`src/prt_ram.sv`:
```
// Generic simple dual-port RAM with one write port and a registered read port.
// Stands alone; the pending request table keeps its entries in it.
module prt_ram #(
  parameter int unsigned WIDTH = 8,
  parameter int unsigned DEPTH = 16
) (
  input  logic                                         clk_i,
  input  logic                                         we_i,
  input  logic [((DEPTH > 1) ? $clog2(DEPTH) : 1)-1:0] waddr_i,
  input  logic [WIDTH-1:0]                             wdata_i,
  input  logic [((DEPTH > 1) ? $clog2(DEPTH) : 1)-1:0] raddr_i,
  output logic [WIDTH-1:0]                             rdata_o
);

  logic [WIDTH-1:0] mem_q [DEPTH];
  logic [WIDTH-1:0] rdata_q;

  always_ff @(posedge clk_i) begin
    if (we_i) begin
      mem_q[waddr_i] <= wdata_i;
    end
    rdata_q <= mem_q[raddr_i];
  end

  assign rdata_o = rdata_q;

endmodule

```
`config.mk`:
```
export PLATFORM = sky130hd
export DESIGN_NAME = prt_ram
export DESIGN_NICKNAME = d
export VERILOG_FILES = /design/src/prt_ram.sv
export SDC_FILE = /design/constraint.sdc
export NUM_CORES = 1
export LEC_CHECK = 0
export BUFFER_PORTS_ARGS = -buffer_cell sky130_fd_sc_hd__buf_2
export CORE_MARGIN = 8
export CORE_UTILIZATION = 65
export CTS_BUF_LIST = sky130_fd_sc_hd__clkbuf_16
export DETAILED_ROUTE_END_ITERATION = 7
export GPL_TIMING_DRIVEN = 0
export PLACE_DENSITY = 0.88
export SYNTH_ARGS = -nofsm -noshare
export SYNTH_HDL_FRONTEND = slang
export SYNTH_SLANG_ARGS = --single-unit
```
`constraint.sdc`:
```
create_clock -name clk_i -period 3.5 [get_ports clk_i]
set_clock_uncertainty 0.2 [all_clocks]
set_input_delay 0.35 -clock clk_i [delete_from_list [all_inputs] [get_ports clk_i]]
set_output_delay 0.35 -clock clk_i [all_outputs]
set_load 0.005 [all_outputs]
```
==> metrics <==
status complete, no violations; type of origin of the critical path primary input; Max Cap Viol 0; post-route ant nets 0; vias after detailed routing 2523; Hold-fix buffers, CTS 0; Core Box Area 7690 µm²; syn nets 247; Total GRT Usage 19.6%; deepest clock path buffer count 2; io pins 26; Max Clk Rate 0.466 GHz; post-CTS setup buffers 0; quantity of I/O buffers inserted on ports 24; Root Driver clkbuf_16; synthesized area 5150 µm²; grt ovf 0; Hold WC Path Type in -> reg; layout cells sized above 1 27.7%; diode count 0; pin count of the biggest net entering global routing 17; CP arrival 1.96 ns; synth cell count leaders edfxtp_1 (128), mux4_2 (18), a22oi_1 (16); CP max stage cell nor3_1; largest cells by area after synthesis edfxtp_1 (75%), mux4_2 (7.9%), mux4_1 (7.1%); setup violators final 0; First-pass DRT Iterations 4; dominant synthesized flop cell edfxtp_1; Sum Neg Setup Slack 0 ns; clock sinks 136; Worst Tran Pin Value 1.26 ns; Layout fillers 389; synthesized instance count 229; CTS Buf Count 17; worst vdd ir 0.000522 V; relative slew slack 15.4%; post-CTS sizing 0; crit path kind in -> reg; pwr/cell area 613 nW/µm²; Cells after DPL 355; Fin. Hold Viols 0; count leader, synth edfxtp_1; EDFF count, synth 128; CTS tree built; Hold Slack 0.141 ns; CP required 3.32 ns; Nets 290; total wire length 10200 µm; Pleak 2.02 nW; sequential area share after synthesis 77.8%; Slew Viols, Final 0; Post-DP HPWL 6180 µm; Synth top area share 74.7%; final core utilization 77.3%; Clock transition at path regs 0.06 ns; WL/cell 26.3 µm; fraction of registers with async set/reset 0%; Seq cells post-synth 136; first-pass GRT wire length 15300 µm; Yosys Warn Count 0; fin area 5950 µm²; routability cong. 0.699; die area 11000 µm²; fin worst setup slack 1.36 ns; Die Y 105 µm; initial drt markers 156; syn avg cell area 22.5 µm²; area post-placement 5400 µm²; worst path cell trace buf_2 -> or3b_2 -> nor3_1; initial antenna violation count 0; DR vias/cell 6.52; final critical-path required period 2.14 ns; CP peak stage delay 0.95 ns; vias in the first global route 2546; crit path capture type register; total power 3.64 mW; Post-route DRC 0; RSZ-0062 raised after global routing false; P&R area growth vs syn 15.5%; Die W 105 µm; cell taking the most area after synthesis edfxtp_1; Initial Util 67.0%; part of the cycle the worst path needs 61.3%; site row count 32; worst skew pair latency 0.41 ns; Synth cell types 19; Setup WS pre-CTS 0.873 ns; Worst Path Max Fanout 8; Post-Layout Cell Count 387; Clock H-tree levels 4
[routing by layer]
metal | GRT usage (%) | share of wire, % | wire, µm
met1 | 26.9 | 42 | 4240
met2 | 28.8 | 48 | 4910
met3 | 5.96 | 8.4 | 856
met4 | 8.36 | 1.6 | 164
met5 | 0 | 0 | 0
[where the power goes]
group	internal, mW	leakage, nW	total (mW)	switching (mW)
clock	1.02	0.286	1.64	0.613
combinational	0.0722	0.515	0.174	0.102
sequential	1.82	1.22	1.83	0.00972
[state kept, by name (all words and copies together) (netlist names)]
signal,count
mem_q,128
rdata_o,8
[layout make-up]
cell class | count | area, µm² | share of cell area, %
Tap cell | 102 | 128 | 2.15
Buffer | 10 | 86.3 | 1.45
Clock buffer | 17 | 425 | 7.15
Timing Repair Buffer | 24 | 120 | 2.02
Multi-Input combinational cell | 83 | 1060 | 17.8
Clock inverter | 15 | 125 | 2.10
Sequential cell | 136 | 4000 | 67.3
[final timing paths]
| path | start | endpoint | slack (ns) | depth (start not counted) |
|---|---|---|---|---|
| max | waddr_i[2] | mem_q[0][0] | 1.36 | 3 |
| min | wdata_i[6] | mem_q[13][6] | 0.14 | 1 |
| max reg2reg | mem_q[1][0] | rdata_o[0] | 1.85 | 3 |
| min reg2reg | mem_q[10][7] | rdata_o[7] | 0.49 | 3 |
[cell families (layout without fill, tap and decap cells)]
| logic type | Yosys count | count (layout) | share of synthesized area [%] |
|---|---|---|---|
| buffers and inverters | 10 | 66 | 1.68 |
| multiplexers | 32 | 32 | 15.0 |
| flip-flops | 136 | 136 | 77.8 |
| AO/OA/AOI/OAI | 16 | 16 | 2.33 |
| AND/OR/NAND/NOR | 35 | 35 | 3.18 |
[layout by cell type (no fill, tap or decap), types with 4 or more instances in the layout]
| cell | n |
|---|---|
| nand2_1 | 9 |
| clkinv_2 | 4 |
| nor3_1 | 4 |
| nor2_1 | 13 |
| mux4_1 | 14 |
| buf_2 | 27 |
| dfxtp_1 | 8 |
| mux4_2 | 18 |
| edfxtp_1 | 128 |
| a22oi_1 | 16 |
| inv_1 | 6 |
| clkbuf_16 | 17 |
[worst max-delay path, delay by kind of cell]
kind | cells | cell delay, ns
simple gates | 2 | 1.49
buf+inv | 1 | 0.11
Note: power is estimated with default switching activity, not from simulation.
